$ cat config.mk
export PLATFORM = sky130hd
export DESIGN_NAME = quadratic_bspline_point_generator_core_flat
export DESIGN_NICKNAME = d
export VERILOG_FILES = /design/src/design/qbsp_pkg.sv /design/src/design/qbsp_if.sv /design/src/design/qbsp_front.sv /design/src/design/qbsp_queue.sv /design/src/design/qbsp_back.sv /design/src/design/quadratic_bspline_point_generator_core.sv /design/src/flat_wrapper.sv
export SDC_FILE = /design/constraint.sdc
export NUM_CORES = 2
export LEC_CHECK = 0
export BUFFER_PORTS_ARGS = -buffer_cell sky130_fd_sc_hd__buf_2
export CAP_MARGIN = 20
export CORE_MARGIN = 3
export CORE_UTILIZATION = 60
export CTS_BUF_LIST = sky130_fd_sc_hd__clkbuf_8
export CTS_CLUSTER_SIZE = 25
export DETAILED_ROUTE_END_ITERATION = 8
export PLACE_DENSITY_LB_ADDON = 0.15
export SLEW_MARGIN = 20
export SYNTH_ARGS = -nofsm -noshare
export SYNTH_HDL_FRONTEND = slang
export SYNTH_SLANG_ARGS = --single-unit
$ cat constraint.sdc
create_clock -name clk -period 13.6 [get_ports clk]
set_input_delay 2.72 -clock clk [delete_from_list [all_inputs] [get_ports clk]]
set_output_delay 2.72 -clock clk [all_outputs]
set_load 0.03 [all_outputs]
$ cat src/design/qbsp_pkg.sv
// ----------------------------------------------------------------------------
// qbsp_pkg
// Shared widths, types and codes for the quadratic B-spline point generator.
// ----------------------------------------------------------------------------
package qbsp_pkg;

  localparam int COORD_BITS = 16;
  localparam int FRAC_BITS  = 8;
  localparam int DENS_W     = 6;
  localparam logic [DENS_W-1:0] DENS_RESET = DENS_W'(5);
  localparam int OUT_W      = 24;

  // d^2, weights and the divisor 2*d^2
  localparam int SQ_W   = 2 * DENS_W;
  localparam int W_W    = SQ_W + 1;
  localparam int WX_W   = W_W + 2;
  localparam int DIV_W  = SQ_W + 1;
  // weighted sum, scaled numerator, quotient
  localparam int ACC_W  = COORD_BITS + DIV_W;
  localparam int N_W    = ACC_W + FRAC_BITS + 1;
  localparam int Q_W    = OUT_W;
  localparam int BCNT_W = $clog2(Q_W);

  localparam int Q_DEPTH = 2;
  localparam int QPTR_W  = $clog2(Q_DEPTH);
  localparam int QCNT_W  = QPTR_W + 1;

  typedef struct packed {
    logic signed [COORD_BITS-1:0] p0x;
    logic signed [COORD_BITS-1:0] p0y;
    logic signed [COORD_BITS-1:0] p1x;
    logic signed [COORD_BITS-1:0] p1y;
    logic signed [COORD_BITS-1:0] p2x;
    logic signed [COORD_BITS-1:0] p2y;
    logic                         last;
  } job_t;

  typedef struct packed {
    logic full;
    logic empty;
  } q_stat_t;

  typedef enum logic [3:0] {
    BK_IDLE,
    BK_LOAD,
    BK_MUL0,
    BK_MUL1,
    BK_MUL2,
    BK_PREP,
    BK_ABS,
    BK_DIV,
    BK_FIX,
    BK_EMIT
  } bk_state_t;

endpackage

$ cat src/design/qbsp_if.sv
// ----------------------------------------------------------------------------
// qbsp_if
// Valid/ready channels: control points in, curve samples out, density write.
// ----------------------------------------------------------------------------
interface qbsp_point_if import qbsp_pkg::*; ();
  logic                         valid;
  logic                         ready;
  logic signed [COORD_BITS-1:0] point_x;
  logic signed [COORD_BITS-1:0] point_y;
  logic                         last_point;

  modport source (output valid, point_x, point_y, last_point, input ready);
  modport sink   (input valid, point_x, point_y, last_point, output ready);
endinterface

interface qbsp_sample_if import qbsp_pkg::*; ();
  logic                    valid;
  logic                    ready;
  logic signed [OUT_W-1:0] curve_x;
  logic signed [OUT_W-1:0] curve_y;
  logic                    end_of_run;
  logic                    end_of_curve;

  modport source (output valid, curve_x, curve_y, end_of_run, end_of_curve, input ready);
  modport sink   (input valid, curve_x, curve_y, end_of_run, end_of_curve, output ready);
endinterface

interface qbsp_cfg_if import qbsp_pkg::*; ();
  logic              valid;
  logic              ready;
  logic [DENS_W-1:0] density;

  modport source (output valid, density, input ready);
  modport sink   (input valid, density, output ready);
endinterface

$ cat src/design/qbsp_front.sv
// ----------------------------------------------------------------------------
// qbsp_front
// Takes control points, keeps the two-point window, queues segment jobs.
// ----------------------------------------------------------------------------
module qbsp_front import qbsp_pkg::*; (
  input  logic        clk,
  input  logic        rst,
  qbsp_point_if.sink  points,
  input  q_stat_t     q_stat,
  output logic        push,
  output job_t        push_job
);

  logic [1:0]                   held, held_next;
  logic signed [COORD_BITS-1:0] w0x, w0x_next, w0y, w0y_next;
  logic signed [COORD_BITS-1:0] w1x, w1x_next, w1y, w1y_next;
  logic                         accept;

  assign points.ready = !q_stat.full;
  assign accept       = points.valid && points.ready;

  always_comb begin
    held_next = held;
    w0x_next  = w0x;
    w0y_next  = w0y;
    w1x_next  = w1x;
    w1y_next  = w1y;
    push      = accept && (held == 2'd2);
    push_job  = '{p0x: w0x, p0y: w0y, p1x: w1x, p1y: w1y,
                  p2x: points.point_x, p2y: points.point_y,
                  last: points.last_point};
    if (accept) begin
      if (held == 2'd0) begin
        w0x_next  = points.point_x;
        w0y_next  = points.point_y;
        held_next = 2'd1;
      end else if (held == 2'd1) begin
        w1x_next  = points.point_x;
        w1y_next  = points.point_y;
        held_next = 2'd2;
      end else begin
        w0x_next = w1x;
        w0y_next = w1y;
        w1x_next = points.point_x;
        w1y_next = points.point_y;
      end
      if (points.last_point) begin
        held_next = 2'd0;
      end
    end
  end

  always_ff @(posedge clk) begin
    if (rst) begin
      held <= 2'd0;
    end else begin
      held <= held_next;
    end
  end

  // window entries are read only once counted as held
  always_ff @(posedge clk) begin
    w0x <= w0x_next;
    w0y <= w0y_next;
    w1x <= w1x_next;
    w1y <= w1y_next;
  end

endmodule

$ cat src/design/qbsp_queue.sv
// ----------------------------------------------------------------------------
// qbsp_queue
// Short job queue between the front and the sample engine.
// ----------------------------------------------------------------------------
module qbsp_queue import qbsp_pkg::*; (
  input  logic    clk,
  input  logic    rst,
  input  logic    push,
  input  job_t    push_job,
  input  logic    pop,
  output job_t    pop_job,
  output q_stat_t stat
);

  job_t              mem [Q_DEPTH];
  logic [QPTR_W-1:0] wr_ptr, rd_ptr;
  logic [QCNT_W-1:0] count;

  assign pop_job    = mem[rd_ptr];
  assign stat.full  = (count == QCNT_W'(Q_DEPTH));
  assign stat.empty = (count == '0);

  always_ff @(posedge clk) begin
    if (rst) begin
      wr_ptr <= '0;
      rd_ptr <= '0;
      count  <= '0;
    end else begin
      if (push) begin
        wr_ptr <= wr_ptr + 1'b1;
      end
      if (pop) begin
        rd_ptr <= rd_ptr + 1'b1;
      end
      if (push && !pop) begin
        count <= count + 1'b1;
      end else if (pop && !push) begin
        count <= count - 1'b1;
      end
    end
  end

  always_ff @(posedge clk) begin
    if (push) begin
      mem[wr_ptr] <= push_job;
    end
  end

endmodule

$ cat src/design/qbsp_back.sv
// ----------------------------------------------------------------------------
// qbsp_back
// Sample engine: weights by differences, multiply-accumulate per lane,
// restoring divide by 2*d^2 with rounding, output register.
// ----------------------------------------------------------------------------
module qbsp_back import qbsp_pkg::*; (
  input  logic              clk,
  input  logic              rst,
  input  logic [DENS_W-1:0] density,
  input  q_stat_t           q_stat,
  input  job_t              q_job,
  output logic              pop,
  qbsp_sample_if.source     samples
);

  bk_state_t               state, state_next;
  job_t                    job, job_next;
  logic [DENS_W-1:0]       d, d_next, step, step_next;
  logic [SQ_W-1:0]         dd, dd_next;
  logic [DIV_W-1:0]        dv, dv_next;
  logic [W_W-1:0]          w0, w0_next, w1, w1_next, w2, w2_next;
  logic signed [ACC_W-1:0] acc_x, acc_x_next, acc_y, acc_y_next;
  logic signed [N_W-1:0]   n_x, n_x_next, n_y, n_y_next;
  logic                    neg_x, neg_x_next, neg_y, neg_y_next;
  logic [DIV_W-1:0]        rem_x, rem_x_next, rem_y, rem_y_next;
  logic [Q_W-1:0]          quo_x, quo_x_next, quo_y, quo_y_next;
  logic [BCNT_W-1:0]       bcnt, bcnt_next;
  logic signed [OUT_W-1:0] res_x, res_x_next, res_y, res_y_next;
  logic                    out_valid, out_valid_next;
  logic signed [OUT_W-1:0] out_x, out_x_next, out_y, out_y_next;
  logic                    out_eor, out_eor_next, out_eoc, out_eoc_next;

  logic [N_W-1:0]          mag_x, mag_y;
  logic [SQ_W-1:0]         sq;
  logic [WX_W-1:0]         w0_upd, w1_upd, w2_upd;
  logic                    last_sample;

  function automatic logic signed [ACC_W-1:0] mul_w(
    input logic signed [COORD_BITS-1:0] p,
    input logic [W_W-1:0]               w
  );
    logic signed [COORD_BITS+W_W:0] prod;
    prod  = p * signed'({1'b0, w});
    mul_w = prod[ACC_W-1:0];
  endfunction

  function automatic logic [DIV_W+Q_W-1:0] div_step(
    input logic [DIV_W-1:0] rem,
    input logic [Q_W-1:0]   quo,
    input logic [DIV_W-1:0] dvs
  );
    logic [DIV_W:0] part;
    logic [DIV_W:0] diff;
    part = {rem, quo[Q_W-1]};
    diff = part - {1'b0, dvs};
    if (part >= {1'b0, dvs}) begin
      div_step = {diff[DIV_W-1:0], quo[Q_W-2:0], 1'b1};
    end else begin
      div_step = {part[DIV_W-1:0], quo[Q_W-2:0], 1'b0};
    end
  endfunction

  // floor division of a negative value rounds the magnitude up
  function automatic logic signed [OUT_W-1:0] fix_q(
    input logic             neg,
    input logic [Q_W-1:0]   quo,
    input logic [DIV_W-1:0] rem
  );
    logic [Q_W:0]        mag;
    logic signed [Q_W:0] r;
    mag = {1'b0, quo} + (Q_W+1)'(neg && (rem != '0));
    r   = neg ? -signed'(mag) : signed'(mag);
    if (r[Q_W] != r[Q_W-1]) begin
      fix_q = r[Q_W] ? {1'b1, {(OUT_W-1){1'b0}}} : {1'b0, {(OUT_W-1){1'b1}}};
    end else begin
      fix_q = r[OUT_W-1:0];
    end
  endfunction

  assign mag_x       = n_x[N_W-1] ? N_W'(-n_x) : N_W'(n_x);
  assign mag_y       = n_y[N_W-1] ? N_W'(-n_y) : N_W'(n_y);
  assign sq          = SQ_W'(d) * SQ_W'(d);
  assign last_sample = (step == d);

  assign w0_upd = WX_W'(w0) - WX_W'({d - step, 1'b0}) + WX_W'(1);
  assign w1_upd = WX_W'(w1) + WX_W'({d, 1'b0}) - WX_W'({step, 2'b00}) - WX_W'(2);
  assign w2_upd = WX_W'(w2) + WX_W'({step, 1'b0}) + WX_W'(1);

  assign samples.valid        = out_valid;
  assign samples.curve_x      = out_x;
  assign samples.curve_y      = out_y;
  assign samples.end_of_run   = out_eor;
  assign samples.end_of_curve = out_eoc;

  always_comb begin
    state_next     = state;
    job_next       = job;
    d_next         = d;
    step_next      = step;
    dd_next        = dd;
    dv_next        = dv;
    w0_next        = w0;
    w1_next        = w1;
    w2_next        = w2;
    acc_x_next     = acc_x;
    acc_y_next     = acc_y;
    n_x_next       = n_x;
    n_y_next       = n_y;
    neg_x_next     = neg_x;
    neg_y_next     = neg_y;
    rem_x_next     = rem_x;
    rem_y_next     = rem_y;
    quo_x_next     = quo_x;
    quo_y_next     = quo_y;
    bcnt_next      = bcnt;
    res_x_next     = res_x;
    res_y_next     = res_y;
    out_valid_next = out_valid && !samples.ready;
    out_x_next     = out_x;
    out_y_next     = out_y;
    out_eor_next   = out_eor;
    out_eoc_next   = out_eoc;
    pop            = 1'b0;

    case (state)
      BK_IDLE: begin
        if (!q_stat.empty) begin
          pop        = 1'b1;
          job_next   = q_job;
          d_next     = (density == '0) ? DENS_W'(1) : density;
          state_next = BK_LOAD;
        end
      end
      BK_LOAD: begin
        dd_next    = sq;
        dv_next    = {sq, 1'b0};
        w0_next    = W_W'(sq);
        w1_next    = W_W'(sq);
        w2_next    = '0;
        step_next  = '0;
        state_next = BK_MUL0;
      end
      BK_MUL0: begin
        acc_x_next = mul_w(job.p0x, w0);
        acc_y_next = mul_w(job.p0y, w0);
        state_next = BK_MUL1;
      end
      BK_MUL1: begin
        acc_x_next = acc_x + mul_w(job.p1x, w1);
        acc_y_next = acc_y + mul_w(job.p1y, w1);
        state_next = BK_MUL2;
      end
      BK_MUL2: begin
        acc_x_next = acc_x + mul_w(job.p2x, w2);
        acc_y_next = acc_y + mul_w(job.p2y, w2);
        state_next = BK_PREP;
      end
      BK_PREP: begin
        // sum * 2^FRAC + d^2, then floor-divide by 2*d^2
        n_x_next   = (N_W'(acc_x) <<< FRAC_BITS) + signed'(N_W'(dd));
        n_y_next   = (N_W'(acc_y) <<< FRAC_BITS) + signed'(N_W'(dd));
        state_next = BK_ABS;
      end
      BK_ABS: begin
        neg_x_next = n_x[N_W-1];
        neg_y_next = n_y[N_W-1];
        rem_x_next = mag_x[Q_W +: DIV_W];
        rem_y_next = mag_y[Q_W +: DIV_W];
        quo_x_next = mag_x[Q_W-1:0];
        quo_y_next = mag_y[Q_W-1:0];
        bcnt_next  = '0;
        state_next = BK_DIV;
      end
      BK_DIV: begin
        {rem_x_next, quo_x_next} = div_step(rem_x, quo_x, dv);
        {rem_y_next, quo_y_next} = div_step(rem_y, quo_y, dv);
        bcnt_next = bcnt + 1'b1;
        if (bcnt == BCNT_W'(Q_W - 1)) begin
          state_next = BK_FIX;
        end
      end
      BK_FIX: begin
        res_x_next = fix_q(neg_x, quo_x, rem_x);
        res_y_next = fix_q(neg_y, quo_y, rem_y);
        state_next = BK_EMIT;
      end
      BK_EMIT: begin
        if (!out_valid || samples.ready) begin
          out_valid_next = 1'b1;
          out_x_next     = res_x;
          out_y_next     = res_y;
          out_eor_next   = last_sample;
          out_eoc_next   = last_sample && job.last;
          if (last_sample) begin
            state_next = BK_IDLE;
          end else begin
            w0_next    = w0_upd[W_W-1:0];
            w1_next    = w1_upd[W_W-1:0];
            w2_next    = w2_upd[W_W-1:0];
            step_next  = step + 1'b1;
            state_next = BK_MUL0;
          end
        end
      end
      default: begin
        state_next = BK_IDLE;
      end
    endcase
  end

  always_ff @(posedge clk) begin
    if (rst) begin
      state     <= BK_IDLE;
      out_valid <= 1'b0;
    end else begin
      state     <= state_next;
      out_valid <= out_valid_next;
    end
  end

  always_ff @(posedge clk) begin
    job   <= job_next;
    d     <= d_next;
    step  <= step_next;
    dd    <= dd_next;
    dv    <= dv_next;
    w0    <= w0_next;
    w1    <= w1_next;
    w2    <= w2_next;
    acc_x <= acc_x_next;
    acc_y <= acc_y_next;
    n_x   <= n_x_next;
    n_y   <= n_y_next;
    neg_x <= neg_x_next;
    neg_y <= neg_y_next;
    rem_x <= rem_x_next;
    rem_y <= rem_y_next;
    quo_x <= quo_x_next;
    quo_y <= quo_y_next;
    bcnt  <= bcnt_next;
    res_x <= res_x_next;
    res_y <= res_y_next;
    out_x <= out_x_next;
    out_y <= out_y_next;
    out_eor <= out_eor_next;
    out_eoc <= out_eoc_next;
  end

  a_pop_nonempty: assert property (@(posedge clk) disable iff (rst)
    pop |-> !q_stat.empty)
    else $error("job taken from an empty queue");

  a_rem_below_div: assert property (@(posedge clk) disable iff (rst)
    state == BK_DIV |-> (rem_x < dv) && (rem_y < dv))
    else $error("partial remainder not below divisor");

  a_step_range: assert property (@(posedge clk) disable iff (rst)
    (state != BK_IDLE) && (state != BK_LOAD) |-> step <= d)
    else $error("sample index past density");

  a_eoc_on_eor: assert property (@(posedge clk) disable iff (rst)
    out_valid && out_eoc |-> out_eor)
    else $error("curve end flagged on a sample that does not end its run");

endmodule

$ cat src/design/quadratic_bspline_point_generator_core.sv
// ----------------------------------------------------------------------------
// quadratic_bspline_point_generator_core
// Uniform quadratic B-spline sampler over a stream of 2-D control points.
// ----------------------------------------------------------------------------
// Channel  Dir  Handshake    Payload
// points   in   valid/ready  point_x, point_y, last_point
// samples  out  valid/ready  curve_x, curve_y, end_of_run, end_of_curve
// cfg      in   valid/ready  density (ready always high)
//
// A point that only fills the window is taken without pushing a job.
// A point that closes a segment gives the engine a job of d+1 samples;
// each sample runs the MAC states MUL0, MUL1 and MUL2, the setup states
// PREP and ABS, a 24-bit restoring divider by 2*d^2, then FIX and EMIT,
// x and y in parallel lanes.
// A two-entry job queue lets points be taken while the engine works.
// Synchronous reset empties queue and window, idles the engine, density = 5.
// A stalled sample holds in the output register; the engine waits behind it.
// ----------------------------------------------------------------------------
module quadratic_bspline_point_generator_core import qbsp_pkg::*; (
  input  logic          clk,
  input  logic          rst,
  qbsp_point_if.sink    points,
  qbsp_sample_if.source samples,
  qbsp_cfg_if.sink      cfg
);

  logic [DENS_W-1:0] density;
  q_stat_t           q_stat;
  logic              push, pop;
  job_t              push_job, pop_job;

  assign cfg.ready = 1'b1;

  always_ff @(posedge clk) begin
    if (rst) begin
      density <= DENS_RESET;
    end else if (cfg.valid && cfg.ready) begin
      density <= cfg.density;
    end
  end

  qbsp_front u_front (
    .clk      (clk),
    .rst      (rst),
    .points   (points),
    .q_stat   (q_stat),
    .push     (push),
    .push_job (push_job)
  );

  qbsp_queue u_queue (
    .clk      (clk),
    .rst      (rst),
    .push     (push),
    .push_job (push_job),
    .pop      (pop),
    .pop_job  (pop_job),
    .stat     (q_stat)
  );

  qbsp_back u_back (
    .clk     (clk),
    .rst     (rst),
    .density (density),
    .q_stat  (q_stat),
    .q_job   (pop_job),
    .pop     (pop),
    .samples (samples)
  );

endmodule
$ cat src/flat_wrapper.sv
// flat-port wrapper written by rule: the top's interface ports become plain ports
module quadratic_bspline_point_generator_core_flat import qbsp_pkg::*;
  (clk, rst, points_valid, points_point_x, points_point_y, points_last_point, points_ready, samples_valid, samples_curve_x, samples_curve_y, samples_end_of_run, samples_end_of_curve, samples_ready, cfg_valid, cfg_density, cfg_ready);
  qbsp_point_if points_i ();
  qbsp_sample_if samples_i ();
  qbsp_cfg_if cfg_i ();
  input  logic clk;
  input  logic rst;
  input wire logic [$bits(points_i.valid)-1:0] points_valid;
  input wire logic [$bits(points_i.point_x)-1:0] points_point_x;
  input wire logic [$bits(points_i.point_y)-1:0] points_point_y;
  input wire logic [$bits(points_i.last_point)-1:0] points_last_point;
  output wire logic [$bits(points_i.ready)-1:0] points_ready;
  output wire logic [$bits(samples_i.valid)-1:0] samples_valid;
  output wire logic [$bits(samples_i.curve_x)-1:0] samples_curve_x;
  output wire logic [$bits(samples_i.curve_y)-1:0] samples_curve_y;
  output wire logic [$bits(samples_i.end_of_run)-1:0] samples_end_of_run;
  output wire logic [$bits(samples_i.end_of_curve)-1:0] samples_end_of_curve;
  input wire logic [$bits(samples_i.ready)-1:0] samples_ready;
  input wire logic [$bits(cfg_i.valid)-1:0] cfg_valid;
  input wire logic [$bits(cfg_i.density)-1:0] cfg_density;
  output wire logic [$bits(cfg_i.ready)-1:0] cfg_ready;
  assign points_i.valid = points_valid;
  assign points_i.point_x = points_point_x;
  assign points_i.point_y = points_point_y;
  assign points_i.last_point = points_last_point;
  assign points_ready = points_i.ready;
  assign samples_valid = samples_i.valid;
  assign samples_curve_x = samples_i.curve_x;
  assign samples_curve_y = samples_i.curve_y;
  assign samples_end_of_run = samples_i.end_of_run;
  assign samples_end_of_curve = samples_i.end_of_curve;
  assign samples_i.ready = samples_ready;
  assign cfg_i.valid = cfg_valid;
  assign cfg_i.density = cfg_density;
  assign cfg_ready = cfg_i.ready;
  quadratic_bspline_point_generator_core u_core (.clk(clk), .rst(rst), .points(points_i), .samples(samples_i), .cfg(cfg_i));
endmodule
# --- After elaboration in Yosys (flattened, before gate mapping) ---
# Memories as Yosys holds them, arrays and structs flattened. A register that Yosys moved wholly into a read port is not among the register bits.
# Index checks and enable logic that the tools add are counted.
totals:
  ff_bits: 457
  ram_bits: 194
  input_bits: 44
  output_inout_bits: 53
  memories: 1
mem_list:
  columns: ["name", "depth", "word_bits", "read_ports", "rd_ports_with_merged_regs", "wr", "line", "rtl"]
  rows:
  - ["u_core.u_queue.mem", 2, 97, 1, 1, 1, "qbsp_queue.sv:15", "job_t mem [Q_DEPTH];"]
classes:
  addsub: 28
  mul: 7
  n_lt_le_gt_ge: 2
  n_eq_ne: 21
  n_mux: 49
  n_bitwise: 2
  reduce_logical: 32
ops:
  columns: ["cell", "count"]
  rows:
  - ["$mul 16x14->29", 6]
  - ["$pmux 29 s3", 2]
  - ["$mux 37", 4]
  - ["$pmux 13 s2", 5]
  - ["$add 29x29->29", 4]
  - ["$mux 24", 4]
  - ["$pmux 24 s2", 2]
  - ["$mux 13", 6]
  - ["$add 37x13->38", 2]
  - ["$neg 37->37", 2]
  - ["$mux 16", 4]
  - ["$add 24x1->25", 2]
  - ["$mux 25", 2]
  - ["$neg 25->25", 2]
  - ["$pmux 4 s10", 1]
  - ["$ge 14x13->1", 2]
  - ["$add 13x7->13", 2]
  - ["$reduce_bool 13->1", 2]
  - ["$sub 13x13->13", 2]
  - ["$eq 4x3->1 const B", 4]
  - ["$add 13x1->13 const B", 1]
  - ["$add 13x2->13 const B", 1]
  - ["$sub 13x2->13 const B", 1]
  - ["$sub 13x7->13", 1]
  - ["other kinds (34)", 77]

# --- Longest topological paths before layout ---
depth:
  ltp_word: 8
  mapped_depth: 25
  ltp_nobuf: 24

# --- Modules after synthesis ---
# Synthesis repeated with hierarchy kept, for this count alone.
unflattened:
  hier_cells: 8262
  hier_area_um2: 85908.6
by_module_without_submodules:
  columns: ["module", "n_inst", "cells_per_inst", "area_per_inst_um2", "seq_area_each_um2"]
  rows:
  - ["qbsp_back", 1, 7769, 75670.1, 14003.4]
  - ["qbsp_queue", 1, 324, 7322.0, 5925.7]
  - ["qbsp_front", 1, 148, 2688.8, 1961.9]
  - ["quadratic_bspline_point_generator_core", 1, 21, 227.7, 120.1]

# --- Worst setup path after synthesis ---
# Ideal clock, no wire load.
synth_timing:
  kind: "input to register"
  from: "input port points_valid"
  to: "memory u_core.u_queue.mem[0][0] in the netlist's numbering (enable)"
  arrival_time_ns: 11.985
  slack_ns: 0.824
  stages: 2
  cell_sequence: "nand2_1 > nor4_1"
synth_between:
  elab_chain_len: 4
synth_rtl:
  columns: ["item", "line", "rtl"]
  rows:
  - ["start, declared", "flat_wrapper.sv:9", "input wire logic [$bits(points_i.valid)-1:0] points_valid;"]
  - ["$logic_and 1x1->1", "qbsp_front.sv:20", "assign accept = points.valid && points.ready;"]
  - ["$logic_and 1x1->1", "qbsp_front.sv:28", "push = accept && (held == 2'd2);"]
  - ["$mux 1", "qbsp_queue.sv:44", "if (push) begin"]
  - ["$mux 1 (not written as such)", "qbsp_queue.sv:45", "mem[wr_ptr] <= push_job;"]
  - ["end, declared", "qbsp_queue.sv:15", null]
# No other way between the ends.

# --- Worst setup path after layout ---
layout_timing:
  from: "register u_core.u_back.job[16] in the netlist's numbering"
  to: "register u_core.u_back.acc_y[27], data pin"
layout_between:
  elab_chain_len: 3
layout_rtl:
  columns: ["item", "line", "rtl"]
  rows:
  - ["start, declared", "qbsp_back.sv:17", "job_t job, job_next;"]
  - ["start signal, assigned", "qbsp_back.sv:222", "job <= job_next;"]
  - ["$mul 16x14->29", "qbsp_back.sv:43", "prod = p * signed'({1'b0, w});"]
  - ["$add 29x29->29", "qbsp_back.sv:155", "acc_y_next = acc_y + mul_w(job.p2y, w2);"]
  - ["$pmux 29 s3", "qbsp_back.sv:125", "case (state)"]
  - ["net u_core.u_back.acc_y_next[27]", "qbsp_back.sv:22", "logic signed [ACC_W-1:0] acc_x, acc_x_next, acc_y, acc_y_next;"]
  - ["end signal, assigned", "qbsp_back.sv:231", "acc_y <= acc_y_next;"]
  - ["end, declared", "qbsp_back.sv:22", null]
# The timed path passes the listed nets, and every way through them passes these cells.
# A chain may end at the register's enable or synchronous reset.

==> results.json <==
{
  "startpoint": "u_core.u_back.job[16]",
  "fin_tns_setup_ns": 0,
  "drcViolationCount": 0,
  "cts_hold_buf": 0,
  "die_w_um": 383.8,
  "period_needed_ns": 7.412,
  "syn_inst": 8276,
  "max_freq_mhz": 134.9,
  "skew_ns": 0.06982,
  "ys_seq_elements": 738,
  "yosysSeqAreaShare": 0.2567,
  "grtUsageTotal": 0.2960,
  "required_ns": 14.18,
  "synth.top_cell.area_share": 0.3136,
  "die-area_um2": 147300,
  "worst_path_max_delay_cell": "edfxtp_1",
  "startpoint_type": "flop",
  "cp.arrival_ns": 7.99,
  "drt_iter0_drc": 3808,
  "max_slew_margin": 0.3024,
  "fin_util": 0.6398,
  "reg2reg_depth": 22,
  "port_buffers": 95,
  "synth_nets": 10200,
  "hp-start": "u_core.u_back.res_y[12]",
  "drv_cap": 0,
  "drive_gt1_frac": 0.06789,
  "initial_core_util": 0.6050,
  "cts_made_buffers": 137,
  "grt_max_degree": 70,
  "synth.distinct_cells": 98,
  "clock_latency_ns": 0.90,
  "r2r_end": "u_core.u_back.acc_y[27]",
  "max_stage_delay_ns": 0.70,
  "rsz0062_at_grt": "false",
  "vias_per_cell": 5.611,
  "fp-row-count": 138,
  "grt_overflow": 0,
  "grt_first_pass_wirelength_um": 337800,
  "async_flop_share": 0,
  "min_to": "u_core.u_back.samples.curve_y[12]",
  "syn_avg_cell_area_um2": 10.35,
  "htree_levels": 4,
  "cts_tree": "yes",
  "path_cells": "and2_1, inv_1, fa_1, inv_1, fa_1, fa_1, fa_1, fa_1, inv_1, fa_1, inv_1, ha_1, a21o_1, a21oi_1, o21ai_0, a211oi_1, nor2_1, a311oi_1, o21ai_0, and4b_1, nor3_1, o211ai_1",
  "yosysTopAreaCell": "fa_1",
  "wl_per_cell_um": 20.47,
  "ant_nets": 0,
  "coreArea_um2": 141600,
  "finalSetupViolCount": 0,
  "cts.sinks": 738,
  "outcome": "finished clean",
  "period_share": 0.5450,
  "drt_wl_total_um": 209700,
  "die_y_um": 383.8,
  "tightest_slew_ns": 1.044,
  "crit_fanout": 13,
  "syn_area_um2": 85660,
  "vias": 57480,
  "yosysWarnings": 0,
  "rrSetupSlack_ns": 6.19,
  "place.gp.congestion": 0.9272,
  "dr.pass1.iters": 6,
  "synthFlopType": "edfxtp_1",
  "grt_antenna_before_repair": 16,
  "crit_type": "reg -> reg",
  "reg2reg_from": "u_core.u_back.job[16]",
  "cts_resized": 0,
  "final_nets": 10170,
  "syn_to_final_growth_pct": 5.755,
  "pin_count": 97,
  "hold_class": "reg -> reg",
  "grt_pass1_vias": 60750,
  "cts_setup_buffers": 0,
  "min_path_cells": 0,
  "cts.reportedPaths.clkPinSlew_ns": 0.06,
  "crit_path_end_kind": "flop",
  "post-dp-hpwl_um": 168600,
  "clock-root-buffer": "clkbuf_8",
  "maxSlewViolCount": 0,
  "hold_violations": 0,
  "crit_top_cell": "fa_1",
  "synth_area_leaders": "fa_1 31%, edfxtp_1 25%, ha_1 7.9%",
  "synth_edf_count": 721,
  "cts_buffer_depth": 3
}
cells by family after synthesis:
kind of cell,synth area share
and+or+nand+nor,0.1275
adders and majority gates,0.3933
xor gates and xnor gates,0.04763
DFF,0.2567
AOI/OAI and AO/OA,0.06722
buffers and inverters,0.08555
muxes,0.02201
other,0.00004378
through the flow:
stage / cells / hold slack (ns) / setup WS [ns] / area [um^2]
2_1_floorplan: 8276 / 0.4003 / 0.8241 / 85660
3_3_place_gp: 9990 / 0.4029 / 6.391 / 87820
3_5_place_dp: 9991 / 0.4045 / 6.276 / 87830
4_1_cts: 10240 / 0.4128 / 6.229 / 90570
5_1_grt: 10240 / 0.4198 / 5.768 / 90580
6_report: 10250 / 0.4128 / 6.188 / 90590
per-layer routing:
layer,up-vias,wire (um),GRT usage
met3,393,18870,0.07201
met5,-,11,0
met4,2,5824,0.08310
li1,26110,-,-
met1,28990,89260,0.4142
met2,1988,95780,0.4634
synthesized netlist by cell type (all sizes together), types with 186 or more instances:
| cell | instances |
|---|---|
| a21oi | 224 |
| and2 | 714 |
| clkbuf | 314 |
| edfxtp | 721 |
| fa | 1342 |
| ha | 541 |
| inv | 1599 |
| nand2 | 838 |
| nor2 | 208 |
| o21ai | 281 |
| xnor2 | 279 |
| xor2 | 186 |
cells in the final DEF (no fill, tap or decap), types with 17 or more instances in the layout:
cell | netlist | layout
a22oi_1 | 36 | 36
nor2_1 | 206 | 199
mux2_2 | 138 | 138
buf_4 | 3 | 70
a21o_1 | 81 | 81
clkinv_1 | 1 | 26
nor4_1 | 25 | 23
edfxtp_1 | 721 | 721
fa_1 | 1342 | 1342
nor2b_1 | 40 | 39
nand3_1 | 81 | 80
a21oi_1 | 223 | 222
nand2_1 | 836 | 836
o31ai_1 | 32 | 32
xnor2_1 | 278 | 278
and2_1 | 714 | 713
nor3_1 | 44 | 41
xor2_1 | 186 | 186
clkinv_2 | 0 | 19
nand4_1 | 31 | 31
a211oi_1 | 24 | 24
clkbuf_8 | 0 | 141
o21a_1 | 32 | 32
and3_1 | 33 | 32
o21bai_1 | 32 | 32
nand2b_1 | 45 | 45
o211ai_1 | 17 | 17
a31oi_1 | 30 | 30
buf_2 | 13 | 95
o21ai_0 | 270 | 270
or2_2 | 19 | 19
mux2i_1 | 32 | 32
inv_1 | 1598 | 1640
ha_1 | 541 | 541
or3_1 | 22 | 22
state kept, by name (all words and copies together), names as in the netlist, 29 cells and up:
name,cells
u_core.u_back.acc_x,29
u_core.u_back.acc_y,29
u_core.u_back.job,97
u_core.u_back.n_x,37
u_core.u_back.n_y,30
u_core.u_queue.mem,194
worst max-delay path: cells and delay by family (launching register included):
| family | cells | cell delay (ns) |
|---|---|---|
| simple gates | 4 | 1.00 |
| compound gates | 7 | 1.63 |
| flops | 1 | 0.70 |
| buf+inv | 4 | 0.42 |
| fa+ha+maj | 7 | 3.37 |
how the worst max path moves through the flow:
| stage | endpoint | slack [ns] |
|---|---|---|
| 5_1_grt | u_core.u_back.acc_y[27] | 5.77 |
| 3_3_place_gp | u_core.u_back.acc_y[27] | 6.39 |
| 3_5_place_dp | u_core.u_back.acc_y[27] | 6.28 |
| 2_1_floorplan | u_core.u_queue.mem[0][0] | 0.82 |
| 4_1_cts | u_core.u_back.acc_y[27] | 6.23 |
| 6_report | u_core.u_back.acc_y[27] | 6.19 |
final cells by class:
class / instances / area (um^2)
Clock inverter: 110 / 802.0
Multi-Input combinational cell: 5597 / 56450
Fill cell: 11370 / 51000
Sequential cell: 738 / 21990
Clock buffer: 141 / 1941
Antenna cell: 3 / 7.507
Inverter: 1600 / 6006
Tap cell: 1890 / 2365
Timing Repair Buffer: 166 / 1016
Power is left out: the tool's default activity adds up to more than one toggle a clock period on the data nets, which glitch-free logic cannot reach.
